[config.mk]
export PLATFORM = sky130hd
export DESIGN_NAME = bitmap_text_overlay_core
export DESIGN_NICKNAME = d
export VERILOG_FILES = /design/src/rtl/bto_pkg.sv /design/src/rtl/bto_locate.sv /design/src/rtl/bto_glyph.sv /design/src/rtl/bitmap_text_overlay_core.sv
export SDC_FILE = /design/constraint.sdc
export NUM_CORES = 1
export LEC_CHECK = 0
export ABC_AREA = 1
export BUFFER_PORTS_ARGS = -buffer_cell sky130_fd_sc_hd__buf_4
export CORE_MARGIN = 5
export CORE_UTILIZATION = 40
export DETAILED_ROUTE_END_ITERATION = 8
export GPL_TIMING_DRIVEN = 1
export HOLD_SLACK_MARGIN = 0.08
export PLACE_DENSITY_LB_ADDON = 0.1
export SYNTH_ARGS = -nofsm -noshare
export SYNTH_HDL_FRONTEND = slang
export SYNTH_HIERARCHICAL = 1
export SYNTH_SLANG_ARGS = --single-unit
[constraint.sdc]
create_clock -name clk -period 15.4 [get_ports clk]
set_input_delay 1.54 -clock clk [delete_from_list [all_inputs] [get_ports clk]]
set_output_delay 1.54 -clock clk [all_outputs]
set_load 0.01 [all_outputs]
[src/rtl/bto_pkg.sv]
`default_nettype none

package bto_pkg;

	localparam int CFG_IDX_W = 3;

	typedef enum logic [CFG_IDX_W-1:0] {
		REG_ORIGIN_X     = 3'd0,
		REG_ORIGIN_Y     = 3'd1,
		REG_DOT_SCALE    = 3'd2,
		REG_TEXT_CHARS   = 3'd3,
		REG_TEXT_LENGTH  = 3'd4,
		REG_TEXT_COLOR   = 3'd5,
		REG_FRAME_WIDTH  = 3'd6,
		REG_FRAME_HEIGHT = 3'd7
	} cfg_reg_t;

	localparam int GLYPH_COLS = 5;
	localparam int GLYPH_ROWS = 7;
	localparam int CELL_COLS  = 6;

	localparam logic [5:0] GLYPH_BLANK   = 6'd0;
	localparam logic [5:0] GLYPH_DIGIT0  = 6'd1;
	localparam logic [5:0] GLYPH_LETTERA = 6'd11;
	localparam logic [5:0] GLYPH_PERCENT = 6'd37;
	localparam logic [5:0] GLYPH_PERIOD  = 6'd38;

	typedef struct packed {
		logic [12:0] origin_x;
		logic [12:0] origin_y;
		logic [3:0]  dot_scale;
		logic [63:0] text_chars;
		logic [3:0]  text_length;
		logic [23:0] text_color;
		logic [12:0] frame_width;
		logic [12:0] frame_height;
	} cfg_t;

	// pixel located within the text line: cell index, glyph row, offset from line origin
	typedef struct packed {
		logic [13:0] dx;
		logic [2:0]  char_idx;
		logic [2:0]  row;
		logic        draw;
		logic [7:0]  red;
		logic [7:0]  green;
		logic [7:0]  blue;
	} loc_t;

	function automatic logic [5:0] char_glyph(input logic [7:0] code);
		logic [5:0] g;
		g = GLYPH_BLANK;
		if (code >= 8'h30 && code <= 8'h39)
			g = GLYPH_DIGIT0 + 6'(code - 8'h30);
		else if (code >= 8'h41 && code <= 8'h5A)
			g = GLYPH_LETTERA + 6'(code - 8'h41);
		else if (code >= 8'h61 && code <= 8'h7A)
			g = GLYPH_LETTERA + 6'(code - 8'h61);
		else if (code == 8'h25)
			g = GLYPH_PERCENT;
		else if (code == 8'h2E)
			g = GLYPH_PERIOD;
		return g;
	endfunction

	// 5x7 font, top row in the high bits, leftmost dot in bit 4 of each row
	function automatic logic [4:0] glyph_row(input logic [5:0] g, input logic [2:0] r);
		logic [34:0] b;
		logic [4:0]  d;
		case (g)
			6'd1:  b = {5'h0E,5'h11,5'h13,5'h15,5'h19,5'h11,5'h0E};
			6'd2:  b = {5'h04,5'h0C,5'h04,5'h04,5'h04,5'h04,5'h0E};
			6'd3:  b = {5'h0E,5'h11,5'h01,5'h06,5'h08,5'h10,5'h1F};
			6'd4:  b = {5'h0E,5'h11,5'h01,5'h06,5'h01,5'h11,5'h0E};
			6'd5:  b = {5'h02,5'h06,5'h0A,5'h12,5'h1F,5'h02,5'h02};
			6'd6:  b = {5'h1F,5'h10,5'h1E,5'h01,5'h01,5'h11,5'h0E};
			6'd7:  b = {5'h06,5'h08,5'h10,5'h1E,5'h11,5'h11,5'h0E};
			6'd8:  b = {5'h1F,5'h01,5'h02,5'h04,5'h08,5'h08,5'h08};
			6'd9:  b = {5'h0E,5'h11,5'h11,5'h0E,5'h11,5'h11,5'h0E};
			6'd10: b = {5'h0E,5'h11,5'h11,5'h0F,5'h01,5'h02,5'h0C};
			6'd11: b = {5'h0E,5'h11,5'h11,5'h1F,5'h11,5'h11,5'h11};
			6'd12: b = {5'h1E,5'h11,5'h11,5'h1E,5'h11,5'h11,5'h1E};
			6'd13: b = {5'h0E,5'h11,5'h10,5'h10,5'h10,5'h11,5'h0E};
			6'd14: b = {5'h1E,5'h11,5'h11,5'h11,5'h11,5'h11,5'h1E};
			6'd15: b = {5'h1F,5'h10,5'h10,5'h1E,5'h10,5'h10,5'h1F};
			6'd16: b = {5'h1F,5'h10,5'h10,5'h1E,5'h10,5'h10,5'h10};
			6'd17: b = {5'h0E,5'h11,5'h10,5'h17,5'h11,5'h11,5'h0F};
			6'd18: b = {5'h11,5'h11,5'h11,5'h1F,5'h11,5'h11,5'h11};
			6'd19: b = {5'h0E,5'h04,5'h04,5'h04,5'h04,5'h04,5'h0E};
			6'd20: b = {5'h07,5'h02,5'h02,5'h02,5'h02,5'h12,5'h0C};
			6'd21: b = {5'h11,5'h12,5'h14,5'h18,5'h14,5'h12,5'h11};
			6'd22: b = {5'h10,5'h10,5'h10,5'h10,5'h10,5'h10,5'h1F};
			6'd23: b = {5'h11,5'h1B,5'h15,5'h15,5'h11,5'h11,5'h11};
			6'd24: b = {5'h11,5'h19,5'h15,5'h13,5'h11,5'h11,5'h11};
			6'd25: b = {5'h0E,5'h11,5'h11,5'h11,5'h11,5'h11,5'h0E};
			6'd26: b = {5'h1E,5'h11,5'h11,5'h1E,5'h10,5'h10,5'h10};
			6'd27: b = {5'h0E,5'h11,5'h11,5'h11,5'h15,5'h12,5'h0D};
			6'd28: b = {5'h1E,5'h11,5'h11,5'h1E,5'h14,5'h12,5'h11};
			6'd29: b = {5'h0E,5'h11,5'h10,5'h0E,5'h01,5'h11,5'h0E};
			6'd30: b = {5'h1F,5'h04,5'h04,5'h04,5'h04,5'h04,5'h04};
			6'd31: b = {5'h11,5'h11,5'h11,5'h11,5'h11,5'h11,5'h0E};
			6'd32: b = {5'h11,5'h11,5'h11,5'h11,5'h0A,5'h0A,5'h04};
			6'd33: b = {5'h11,5'h11,5'h11,5'h15,5'h15,5'h1B,5'h11};
			6'd34: b = {5'h11,5'h11,5'h0A,5'h04,5'h0A,5'h11,5'h11};
			6'd35: b = {5'h11,5'h11,5'h0A,5'h04,5'h04,5'h04,5'h04};
			6'd36: b = {5'h1F,5'h01,5'h02,5'h04,5'h08,5'h10,5'h1F};
			6'd37: b = {5'h12,5'h05,5'h02,5'h04,5'h0A,5'h14,5'h09};
			6'd38: b = {5'h00,5'h00,5'h00,5'h00,5'h00,5'h0C,5'h0C};
			default: b = '0;
		endcase
		case (r)
			3'd0: d = b[34:30];
			3'd1: d = b[29:25];
			3'd2: d = b[24:20];
			3'd3: d = b[19:15];
			3'd4: d = b[14:10];
			3'd5: d = b[9:5];
			3'd6: d = b[4:0];
			default: d = '0;
		endcase
		return d;
	endfunction

endpackage

`default_nettype wire

[src/rtl/bto_locate.sv]
`default_nettype none

module bto_locate #(
	parameter int MAX_CHARS = 8
) (
	input  wire logic         clk,
	input  wire logic         arst_n,
	input  wire bto_pkg::cfg_t cfg,
	input  wire logic         in_valid,
	output logic              in_ready,
	input  wire logic [11:0]  pixel_x,
	input  wire logic [11:0]  pixel_y,
	input  wire logic [7:0]   in_red,
	input  wire logic [7:0]   in_green,
	input  wire logic [7:0]   in_blue,
	output logic              loc_valid,
	input  wire logic         loc_ready,
	output bto_pkg::loc_t     loc
);
	import bto_pkg::*;

	localparam logic [3:0] MAX_N = 4'(MAX_CHARS);

	logic        en1, en2;
	logic        v_s1, v_s2;
	logic [13:0] dx_s1, dy_s1;
	logic        inframe_s1;
	logic [7:0]  red_s1, green_s1, blue_s1;
	loc_t        loc_s2;

	logic [13:0] dx_c, dy_c;
	logic [6:0]  pitch;
	logic [3:0]  n_eff;
	logic [2:0]  cell_c, row_c;
	logic        rowok_c, cellok_c;

	assign en2      = !v_s2 || loc_ready;
	assign en1      = !v_s1 || en2;
	assign in_ready = en1;

	assign dx_c = 14'($signed({2'b00, pixel_x}) - $signed({cfg.origin_x[12], cfg.origin_x}));
	assign dy_c = 14'($signed({2'b00, pixel_y}) - $signed({cfg.origin_y[12], cfg.origin_y}));

	assign pitch = 7'(cfg.dot_scale * 7'(CELL_COLS));
	assign n_eff = (cfg.text_length > MAX_N) ? MAX_N : cfg.text_length;

	always_comb begin
		logic [9:0] m;
		logic [6:0] r;
		cell_c = '0;
		for (int j = 1; j < MAX_CHARS; j++) begin
			m = 10'(pitch) * 10'(j);
			if ($signed(dx_s1) >= $signed({4'b0000, m}))
				cell_c = cell_c + 3'd1;
		end
		row_c = '0;
		for (int j = 1; j < GLYPH_ROWS; j++) begin
			r = 7'(cfg.dot_scale) * 7'(j);
			if ($signed(dy_s1) >= $signed({7'b0000000, r}))
				row_c = row_c + 3'd1;
		end
		r = 7'(cfg.dot_scale) * 7'(GLYPH_ROWS);
		rowok_c  = !dy_s1[13] && ($signed(dy_s1) < $signed({7'b0000000, r}));
		cellok_c = !dx_s1[13] && ({1'b0, cell_c} < n_eff) && (cfg.dot_scale != 4'd0);
	end

	always_ff @(posedge clk or negedge arst_n) begin
		if (!arst_n) begin
			v_s1 <= 1'b0;
			v_s2 <= 1'b0;
		end else begin
			if (en1)
				v_s1 <= in_valid;
			if (en2)
				v_s2 <= v_s1;
		end
	end

	always_ff @(posedge clk) begin
		if (en1) begin
			dx_s1      <= dx_c;
			dy_s1      <= dy_c;
			inframe_s1 <= ({1'b0, pixel_x} < cfg.frame_width) &&
			              ({1'b0, pixel_y} < cfg.frame_height);
			red_s1     <= in_red;
			green_s1   <= in_green;
			blue_s1    <= in_blue;
		end
		if (en2) begin
			loc_s2.dx       <= dx_s1;
			loc_s2.char_idx <= cell_c;
			loc_s2.row      <= row_c;
			loc_s2.draw     <= inframe_s1 && rowok_c && cellok_c;
			loc_s2.red      <= red_s1;
			loc_s2.green    <= green_s1;
			loc_s2.blue     <= blue_s1;
		end
	end

	assign loc_valid = v_s2;
	assign loc       = loc_s2;

endmodule

`default_nettype wire

[src/rtl/bto_glyph.sv]
`default_nettype none

module bto_glyph (
	input  wire logic          clk,
	input  wire logic          arst_n,
	input  wire bto_pkg::cfg_t cfg,
	input  wire logic          loc_valid,
	output logic               loc_ready,
	input  wire bto_pkg::loc_t loc,
	output logic               out_valid,
	input  wire logic          out_ready,
	output logic [7:0]         out_red,
	output logic [7:0]         out_green,
	output logic [7:0]         out_blue,
	output logic               text_hit
);
	import bto_pkg::*;

	logic        en3, en4;
	logic        v_s3, v_s4;
	logic [13:0] dxc_s3;
	logic [4:0]  bits_s3;
	logic        draw_s3;
	logic [7:0]  red_s3, green_s3, blue_s3;
	logic [7:0]  red_s4, green_s4, blue_s4;
	logic        hit_s4;

	logic [9:0]  cell_off;
	logic [13:0] dxc_c;
	logic [7:0]  code_c;
	logic [4:0]  bits_c;
	logic [6:0]  pitch;
	logic [2:0]  col_c;
	logic        colok_c, hit_c;

	assign en4       = !v_s4 || out_ready;
	assign en3       = !v_s3 || en4;
	assign loc_ready = en3;

	assign pitch    = 7'(cfg.dot_scale * 7'(CELL_COLS));
	assign cell_off = 10'(loc.char_idx) * 10'(pitch);
	assign dxc_c    = loc.dx - {4'b0000, cell_off};
	assign code_c   = cfg.text_chars[{loc.char_idx, 3'b000} +: 8];
	assign bits_c   = glyph_row(char_glyph(code_c), loc.row);

	always_comb begin
		logic [6:0] m;
		col_c = '0;
		for (int j = 1; j < GLYPH_COLS; j++) begin
			m = 7'(cfg.dot_scale) * 7'(j);
			if ($signed(dxc_s3) >= $signed({7'b0000000, m}))
				col_c = col_c + 3'd1;
		end
		m = 7'(cfg.dot_scale) * 7'(GLYPH_COLS);
		colok_c = !dxc_s3[13] && ($signed(dxc_s3) < $signed({7'b0000000, m}));
		hit_c   = draw_s3 && colok_c && bits_s3[3'd4 - col_c];
	end

	always_ff @(posedge clk or negedge arst_n) begin
		if (!arst_n) begin
			v_s3 <= 1'b0;
			v_s4 <= 1'b0;
		end else begin
			if (en3)
				v_s3 <= loc_valid;
			if (en4)
				v_s4 <= v_s3;
		end
	end

	always_ff @(posedge clk) begin
		if (en3) begin
			dxc_s3   <= dxc_c;
			bits_s3  <= bits_c;
			draw_s3  <= loc.draw;
			red_s3   <= loc.red;
			green_s3 <= loc.green;
			blue_s3  <= loc.blue;
		end
		if (en4) begin
			hit_s4   <= hit_c;
			red_s4   <= hit_c ? cfg.text_color[23:16] : red_s3;
			green_s4 <= hit_c ? cfg.text_color[15:8]  : green_s3;
			blue_s4  <= hit_c ? cfg.text_color[7:0]   : blue_s3;
		end
	end

	assign out_valid = v_s4;
	assign out_red   = red_s4;
	assign out_green = green_s4;
	assign out_blue  = blue_s4;
	assign text_hit  = hit_s4;

endmodule

`default_nettype wire

[src/rtl/bitmap_text_overlay_core.sv]
// channel | direction | handshake           | payload
// --------+-----------+---------------------+------------------------------------------
// pixel   | in        | in_valid/in_ready   | pixel_x, pixel_y, in_red, in_green, in_blue
// result  | out       | out_valid/out_ready | out_red, out_green, out_blue, text_hit
// config  | in        | cfg_valid/cfg_ready | cfg_index, cfg_data
//
// One pixel per clock unless out_ready stalls; stages: position, cell/row find, glyph
// fetch, column pick. Each stage holds while the stage after it is full and stalled;
// bubbles collapse. Reset clears stage valid bits and loads register defaults; cfg_ready
// is always high. Registers are to be written only while the pipeline is empty; unchecked.
`default_nettype none

module bitmap_text_overlay_core #(
	parameter int MAX_CHARS = 8
) (
	input  wire logic        clk,
	input  wire logic        arst_n,
	input  wire logic        in_valid,
	output logic             in_ready,
	input  wire logic [11:0] pixel_x,
	input  wire logic [11:0] pixel_y,
	input  wire logic [7:0]  in_red,
	input  wire logic [7:0]  in_green,
	input  wire logic [7:0]  in_blue,
	output logic             out_valid,
	input  wire logic        out_ready,
	output logic [7:0]       out_red,
	output logic [7:0]       out_green,
	output logic [7:0]       out_blue,
	output logic             text_hit,
	input  wire logic        cfg_valid,
	output logic             cfg_ready,
	input  wire logic [bto_pkg::CFG_IDX_W-1:0] cfg_index,
	input  wire logic [63:0] cfg_data
);
	import bto_pkg::*;

	cfg_t cfg_q;
	loc_t loc;
	logic loc_valid, loc_ready;

	assign cfg_ready = 1'b1;

	always_ff @(posedge clk or negedge arst_n) begin
		if (!arst_n) begin
			cfg_q.origin_x     <= '0;
			cfg_q.origin_y     <= '0;
			cfg_q.dot_scale    <= 4'd2;
			cfg_q.text_chars   <= '0;
			cfg_q.text_length  <= '0;
			cfg_q.text_color   <= 24'hFFFFFF;
			cfg_q.frame_width  <= 13'd1920;
			cfg_q.frame_height <= 13'd1080;
		end else if (cfg_valid) begin
			case (cfg_reg_t'(cfg_index))
				REG_ORIGIN_X:     cfg_q.origin_x     <= cfg_data[12:0];
				REG_ORIGIN_Y:     cfg_q.origin_y     <= cfg_data[12:0];
				REG_DOT_SCALE:    cfg_q.dot_scale    <= cfg_data[3:0];
				REG_TEXT_CHARS:   cfg_q.text_chars   <= cfg_data;
				REG_TEXT_LENGTH:  cfg_q.text_length  <= cfg_data[3:0];
				REG_TEXT_COLOR:   cfg_q.text_color   <= cfg_data[23:0];
				REG_FRAME_WIDTH:  cfg_q.frame_width  <= cfg_data[12:0];
				REG_FRAME_HEIGHT: cfg_q.frame_height <= cfg_data[12:0];
				default: ;
			endcase
		end
	end

	bto_locate #(
		.MAX_CHARS(MAX_CHARS)
	) u_locate (
		.clk       (clk),
		.arst_n    (arst_n),
		.cfg       (cfg_q),
		.in_valid  (in_valid),
		.in_ready  (in_ready),
		.pixel_x   (pixel_x),
		.pixel_y   (pixel_y),
		.in_red    (in_red),
		.in_green  (in_green),
		.in_blue   (in_blue),
		.loc_valid (loc_valid),
		.loc_ready (loc_ready),
		.loc       (loc)
	);

	bto_glyph u_glyph (
		.clk       (clk),
		.arst_n    (arst_n),
		.cfg       (cfg_q),
		.loc_valid (loc_valid),
		.loc_ready (loc_ready),
		.loc       (loc),
		.out_valid (out_valid),
		.out_ready (out_ready),
		.out_red   (out_red),
		.out_green (out_green),
		.out_blue  (out_blue),
		.text_hit  (text_hit)
	);

endmodule

`default_nettype wire

==> impl_metrics.env, run 1 <==
export IMPL_area_growth_pct=13.0
export IMPL_hold_end="u_locate/loc[4]"
export IMPL_slew_headroom=0.178
export IMPL_synthDistinctLibCells=65
export IMPL_syn_area_per_cell_um2=8.13
export IMPL_vias=18200
export IMPL_io_pins=148
export IMPL_dr_pass1_iters=8
export IMPL_design_core_area_mm2=0.0549
export IMPL_grt_pass1_wl_um=102000
export IMPL_synthesis_nets=3077
export IMPL_numCtsBuffers=38
export IMPL_antennaDiodeCount=0
export IMPL_max_stage_delay_ps=900
export IMPL_crit_path_start_kind="flop"
export IMPL_async_reset_ff_frac=0.476
export IMPL_min_period_ps=7810
export IMPL_setup_viol=0
export IMPL_die_x_um=245
export IMPL_grt_pass1_vias=18000
export IMPL_yosysSeqAreaShare=0.402
export IMPL_path_clk_slew_ps=60
export IMPL_fmax_mhz=128
export IMPL_arrival_ps=8100
export IMPL_r2r_end="u_locate/loc[24]"
export IMPL_hold_viol_final=0
export IMPL_finalMaxSlewViolations=0
export IMPL_ant_nets=0
export IMPL_rsz0062_at_grt="false"
export IMPL_critPathRequiredTime_ps=15690
export IMPL_grtUsageTotal=0.213
export IMPL_hold_depth=0
export IMPL_final_cell_mix="918 x nand2_1, 319 x inv_1, 222 x ha_1, 214 x nand3_1, 167 x edfxtp_1"
export IMPL_antenna_found_initial=0
export IMPL_synthFlopType="edfxtp_1"
export IMPL_io_buffers=146
export IMPL_vias_per_cell=5.10
export IMPL_htreeDepth=2
export IMPL_syn_inst=2714
export IMPL_clock_latency_ps=550
export IMPL_endpoint_kind="flop"
export IMPL_cap_violations=0
export IMPL_status="completed"
export IMPL_layout_drive_gt1_share=0.123
export IMPL_grt_ovfl_total=0
export IMPL_crit_fanout=19
export IMPL_row_count=86
export IMPL_clock_sinks=319
export IMPL_clock_root_buffer="clkbuf_16"
export IMPL_slowest_stage="dfrtp_1"
export IMPL_post_cts_buffers=0
export IMPL_hp_class="reg2reg"
export IMPL_drt_iter0_markers=1419
export IMPL_grt_max_degree=91
export IMPL_synth_area_mm2=0.0221
export IMPL_final_common_cell="nand2_1"
export IMPL_reg2reg_depth=40
export IMPL_critPathKind="reg2reg"
export IMPL_cts_buffer_depth=3
export IMPL_synth_edf_count=167
export IMPL_rrSetupSlack_ps=7590
export IMPL_n_fill_cell=5475
export IMPL_fp_dieH_um=245
export IMPL_avgRoutedWirePerCell_um=18.2
export IMPL_drc=0
export IMPL_cpMostUsedCell="ha_1"
export IMPL_synth_seq_cells=319
export IMPL_finClkSkew_ps=20.6
export IMPL_period_share=0.507
export IMPL_fin_nets=3202
export IMPL_dieArea_mm2=0.0599
export IMPL_hpwl_um=48300
export IMPL_start_util=0.402
export IMPL_gp_congestion=0.943
export IMPL_holdCritStartpoint="u_locate/blue_s1[4]"
export IMPL_final_util=0.454
export IMPL_rr_startpoint="cfg_q[120]"
export IMPL_yosys_warnings=6
export IMPL_cts_tree="built"
export IMPL_routed_wl_um=65000
export IMPL_postCtsHoldBufs=0
export IMPL_worst_slew_pin_slew_ps=1230
export IMPL_tns_ps=0
export IMPL_ctsResizeCount=0
-- layout make-up --
class                      instances  area [um2]  area share
tap                              704         881      0.0354
timing repair buffer             159        1200      0.0481
multi-input combinational       1986       11500       0.461
clock buffer                      55        1070      0.0428
sequential                       319        8860       0.356
clock inverter                    15         175     0.00703
inverter                         335        1260      0.0505
-- state kept, by name (all words and copies together), names as in the netlist, 5 cells and up --
name / cells
cfg_q: 148
u_glyph/bits_s3: 5
u_glyph/blue_s3: 8
u_glyph/dxc_s3: 14
u_glyph/green_s3: 8
u_glyph/out_blue: 8
u_glyph/out_green: 8
u_glyph/out_red: 8
u_glyph/red_s3: 8
u_locate/blue_s1: 8
u_locate/dx_s1: 14
u_locate/dy_s1: 14
u_locate/green_s1: 8
u_locate/loc: 45
u_locate/red_s1: 8
-- synthesized netlist by cell type, types with 3 or more instances --
library cell  number  share of area
nor3_1            20         0.0045
clkbuf_1           6         0.0010
o21bai_1           8         0.0027
o21a_1             8         0.0027
a21o_1             8         0.0027
ha_1             222           0.13
o21ai_0           46          0.010
and2_1             5         0.0014
a21oi_1          108          0.025
nand2_2           25         0.0071
nor2_4             4         0.0020
dfstp_2           33          0.039
nand3b_1           6         0.0020
a211oi_1          11         0.0037
o2111ai_1          3         0.0012
o211ai_1           4         0.0014
buf_4             13         0.0044
a31oi_1            7         0.0020
inv_1            319          0.054
inv_2             15         0.0026
o31ai_1            3         0.0010
nand3_1          216          0.049
o21ai_1           15         0.0034
nand2_1          919           0.16
buf_2             42         0.0095
or2_2              5         0.0014
nor2_2            11         0.0031
a41oi_1            3         0.0012
nand2_4            9         0.0046
edfxtp_1         167           0.23
dfrtp_1          119           0.14
nor4_1             7         0.0020
xnor2_1           24         0.0095
nor2_1           144          0.025
buf_6             12         0.0061
xor2_1            49          0.019
nand4_1           24         0.0068
fa_1              21          0.019
nand3_2           15         0.0068
-- cells by family after synthesis --
logic type,after synthesis,synth area share
xor+xnor,76,0.0312
mux,4,0.00193
flops,319,0.402
other cells,1,0.000170
simple gates,1423,0.278
buf+inv,409,0.0783
fa+ha+maj,243,0.145
compound gates,239,0.0635
-- worst max path at each step --
stage	from	depth (start not counted)	endpoint
after floorplan	cfg_q[120]	42	u_locate/loc[24]
after global placement	cfg_q[120]	39	u_locate/loc[24]
after detailed placement	cfg_q[120]	39	u_locate/loc[24]
after CTS	cfg_q[120]	39	u_locate/loc[24]
after global routing	cfg_q[120]	40	u_locate/loc[24]
final	cfg_q[120]	40	u_locate/loc[24]
-- worst max-delay path: cells and delay by family (launching register included) --
kind,cells,cell delay (ps)
flops,1,900
mux,1,170
buf+inv,6,830
simple gates,17,1540
xor+xnor,4,970
compound gates,4,720
fa+ha+maj,8,2430
-- per-stage QoR --
stage	instance area, um2	hold slack [ps]	std cells	setup slack, ps
2_1_floorplan	22100	400	2714	8760
3_3_place_gp	23700	402	3503	7940
3_5_place_dp	23700	405	3503	7710
4_1_cts	24900	403	3573	7680
5_1_grt	24900	407	3573	6970
6_report	24900	407	3573	7590
-- metal layers --
metal / part of all wire / wire [um] / track usage / up-vias
met5: 0 / 0 / 0 / -
met2: 0.46 / 29700 / 0.346 / 458
met4: 0.019 / 1210 / 0.0441 / 0
met3: 0.044 / 2840 / 0.0273 / 84
li1: - / - / - / 9056
met1: 0.48 / 31200 / 0.309 / 8631
Power of run 1 is left out: the tool's default activity adds up to more than one toggle a clock period on the data nets, which glitch-free logic cannot reach.
==> run 2, diff against run 1 <==
--- a/config.mk
+++ b/config.mk
@@ -5,7 +5,7 @@
 export SDC_FILE = /design/constraint.sdc
 export NUM_CORES = 1
 export LEC_CHECK = 0
-export ABC_AREA = 1
+export ABC_AREA = 0
 export BUFFER_PORTS_ARGS = -buffer_cell sky130_fd_sc_hd__buf_4
 export CORE_MARGIN = 5
 export CORE_UTILIZATION = 40
==> constraint.sdc (replaced) <==
create_clock -name clk -period 6.3 [get_ports clk]
set_input_delay 0.63 -clock clk [delete_from_list [all_inputs] [get_ports clk]]
set_output_delay 0.63 -clock clk [all_outputs]
set_load 0.01 [all_outputs]
==> run 2 against run 1 <==
  * The flow now finishes with violations (negative setup slack)
  * Die area is 0.85% higher
  * Non-clock buffer count is 105 higher
  * Flip-flop and latch count stayed put
  * Setup slack worse by 7700 ps
  * Core utilization is 2.0 points higher
  * First-iteration DRC count is 28% lower
  * Area after synthesis is 0.89% higher
  * Hold slack worse by 280 ps
  * Fmax is 21% higher
  * Critical path depth is 11 lower
  * Sequential share of layout area is 1.6 points lower
  * Design area is 4.8% higher
==> impl_metrics.env, run 2 <==
export IMPL_crit_path_start_kind="flop"
export IMPL_path_clk_slew_ps=60
export IMPL_critPathKind="reg2reg"
export IMPL_rr_startpoint="cfg_q[119]"
export IMPL_ant_nets=0
export IMPL_worst_path_buf_inv=2
export IMPL_worst_slew_pin_slew_ps=1060
export IMPL_io_buffers=146
export IMPL_yosysSeqAreaShare=0.398
export IMPL_io_pins=148
export IMPL_yosys_warnings=6
export IMPL_final_cell_mix="258 x buf_4, 214 x ha_1, 179 x inv_1, 167 x edfxtp_1, 158 x mux2_2"
export IMPL_finClkSkew_ps=31.2
export IMPL_layout_drive_gt1_share=0.265
export IMPL_synth_area_mm2=0.0222
export IMPL_grt_pass1_vias=17400
export IMPL_synth_top_cell_by_area="edfxtp_1"
export IMPL_final_common_cell="buf_4"
export IMPL_avgRoutedWirePerCell_um=22.0
export IMPL_cts_buffer_depth=3
export IMPL_synth_seq_cells=319
export IMPL_failed_checks="negative setup slack"
export IMPL_syn_area_per_cell_um2=10.8
export IMPL_critPathTopFamily="adder cells"
export IMPL_dieArea_mm2=0.0604
export IMPL_async_reset_ff_frac=0.476
export IMPL_fin_ws_ps=-128
export IMPL_critPathRequiredTime_ps=6700
export IMPL_htreeDepth=2
export IMPL_slowest_stage="dfstp_4"
export IMPL_area_growth_pct=17.4
export IMPL_syn_inst=2059
export IMPL_finalMaxSlewViolations=0
export IMPL_row_count=86
export IMPL_dpl_worst_slack_ps=-461
export IMPL_min_period_ps=6430
export IMPL_hold_viol_final=0
export IMPL_arrival_ps=6830
export IMPL_cpMostUsedCell="ha_4"
export IMPL_reg2reg_depth=29
export IMPL_setup_viol=1
export IMPL_fmax_mhz=156
export IMPL_multiInputGateArea_mm2=0.0123
export IMPL_endpoint_kind="flop"
export IMPL_design_core_area_mm2=0.0551
export IMPL_wl_met1_um=30400
export IMPL_period_share=1.02
export IMPL_vias_per_cell=5.53
export IMPL_synth_edf_count=167
export IMPL_die_x_um=246
export IMPL_fin_nets=2632
export IMPL_grt_pass1_wl_um=103000
export IMPL_synth_top_area_share=0.225
export IMPL_r2r_end="u_locate/loc[24]"
export IMPL_clock_latency_ps=590
export IMPL_grtUsageTotal=0.219
export IMPL_max_stage_delay_ps=650
export IMPL_dr_pass1_iters=5
export IMPL_wl_met2_um=31400
export IMPL_top_layer_used="met4"
export IMPL_start_util=0.404
export IMPL_clock_root_buffer="clkbuf_16"
export IMPL_synth_area_leaders="edfxtp_1 23%, dfrtp_1 13%, ha_1 12%, mux2_2 8.1%, dfstp_2 3.9%"
export IMPL_synthTopCellsByCount="222 x ha_1, 181 x inv_1, 167 x edfxtp_1, 160 x mux2_2, 150 x nand2_1"
export IMPL_grt_ovfl_total=0
export IMPL_synthDistinctLibCells=116
export IMPL_wl_met3_um=3600
export IMPL_cap_violations=0
export IMPL_antenna_found_initial=1
export IMPL_n_fill_cell=5201
export IMPL_drt_iter0_markers=1019
export IMPL_max_flop_register="cfg_q"
export IMPL_slew_headroom=0.285
export IMPL_rrSetupSlack_ps=-130
export IMPL_rsz0062_at_grt="true"
export IMPL_status="complete, but fails checks"
export IMPL_hpwl_um=49000
export IMPL_hp_class="in2async"
export IMPL_gp_congestion=0.900
export IMPL_largest_reg_flops=148
export IMPL_routed_wl_um=67000
export IMPL_synth_most_common_cell="ha_1"
export IMPL_numCtsBuffers=39
export IMPL_synthFlopType="edfxtp_1"
export IMPL_grt_max_degree=99
export IMPL_final_util=0.474
export IMPL_crit_fanout=6
export IMPL_vias=16900
export IMPL_synthesis_nets=2422
export IMPL_cts_tree="built"
export IMPL_fp_dieH_um=246
export IMPL_drc=0
export IMPL_clock_sinks=319
export IMPL_regArea_mm2=0.00887
run 2: cell types whose count changed after synthesis, sizes merged, moves of 25 or more:
cell,previous run,this run
a21o,8,40
a311o,0,26
clkbuf,7,51
inv,334,187
mux2,2,162
nand2,953,152
nand2b,0,27
nand3,231,29
nor2,160,99
nor2b,0,29
nor3b,2,27
o311ai,0,26
xnor2,25,50
xor2,51,22
run 2: metrics by stage:
step / setup TNS [ps] / instances / hold slack (ps) / cell area (um2)
after detailed placement: -461 / 2969 / 405 / 24800
after global placement: -220 / 2969 / 400 / 24800
final: -128 / 3049 / 130 / 26100
after floorplan: -79.4 / 2059 / 334 / 22400
after CTS: -215 / 3044 / 144 / 26000
after global routing: -465 / 3048 / 191 / 26100
run 2: final cells by class:
| cell class | count | share of cell area |
|---|---|---|
| diodes | 1 | 0.0000958 |
| clock buffers | 60 | 0.0415 |
| clock inverters | 12 | 0.00498 |
| inverters | 188 | 0.0275 |
| multi-input cells | 1457 | 0.473 |
| flip-flops and latches | 319 | 0.340 |
| well taps | 748 | 0.0358 |
| repair buffers | 264 | 0.0778 |
run 2: worst max-delay path by stage:
stage               start                to  slack (ps)  cells after the start
3_5_place_dp   cfg_q[119]  u_locate/loc[24]        -460                     28
4_1_cts        cfg_q[119]  u_locate/loc[24]        -220                     28
2_1_floorplan  cfg_q[120]  u_locate/loc[24]         -80                     30
5_1_grt        cfg_q[119]  u_locate/loc[24]        -430                     29
3_3_place_gp   cfg_q[119]  u_locate/loc[24]        -220                     28
6_report       cfg_q[119]  u_locate/loc[24]        -130                     29
run 2: cell families (layout without fill, tap and decap cells):
kind of cell,after synthesis,in the layout,share of synthesized area
AO/OA/AOI/OAI,438,438,0.141
XOR/XNOR,75,75,0.0318
adder cells (fa/ha/maj),246,246,0.145
buffers and inverters,283,524,0.0553
flip-flops,319,319,0.398
multiplexers,193,193,0.105
other,1,2,0.000169
AND/OR/NAND/NOR,504,504,0.123
run 2: metal layers:
layer / track usage / vias to the layer above
met4: 0.0604 / 0
met2: 0.360 / 418
met3: 0.0403 / 105
met5: 0 / -
met1: 0.297 / 8355
li1: - / 7988
run 2: what timing repair did:
action	CTS	global route
buffers inserted	3	4
setup endpoints to repair	1	2
resized for setup	4	14
pin swaps	9	7
hold buffers	0	0
Power of run 2 is left out for the same reason.
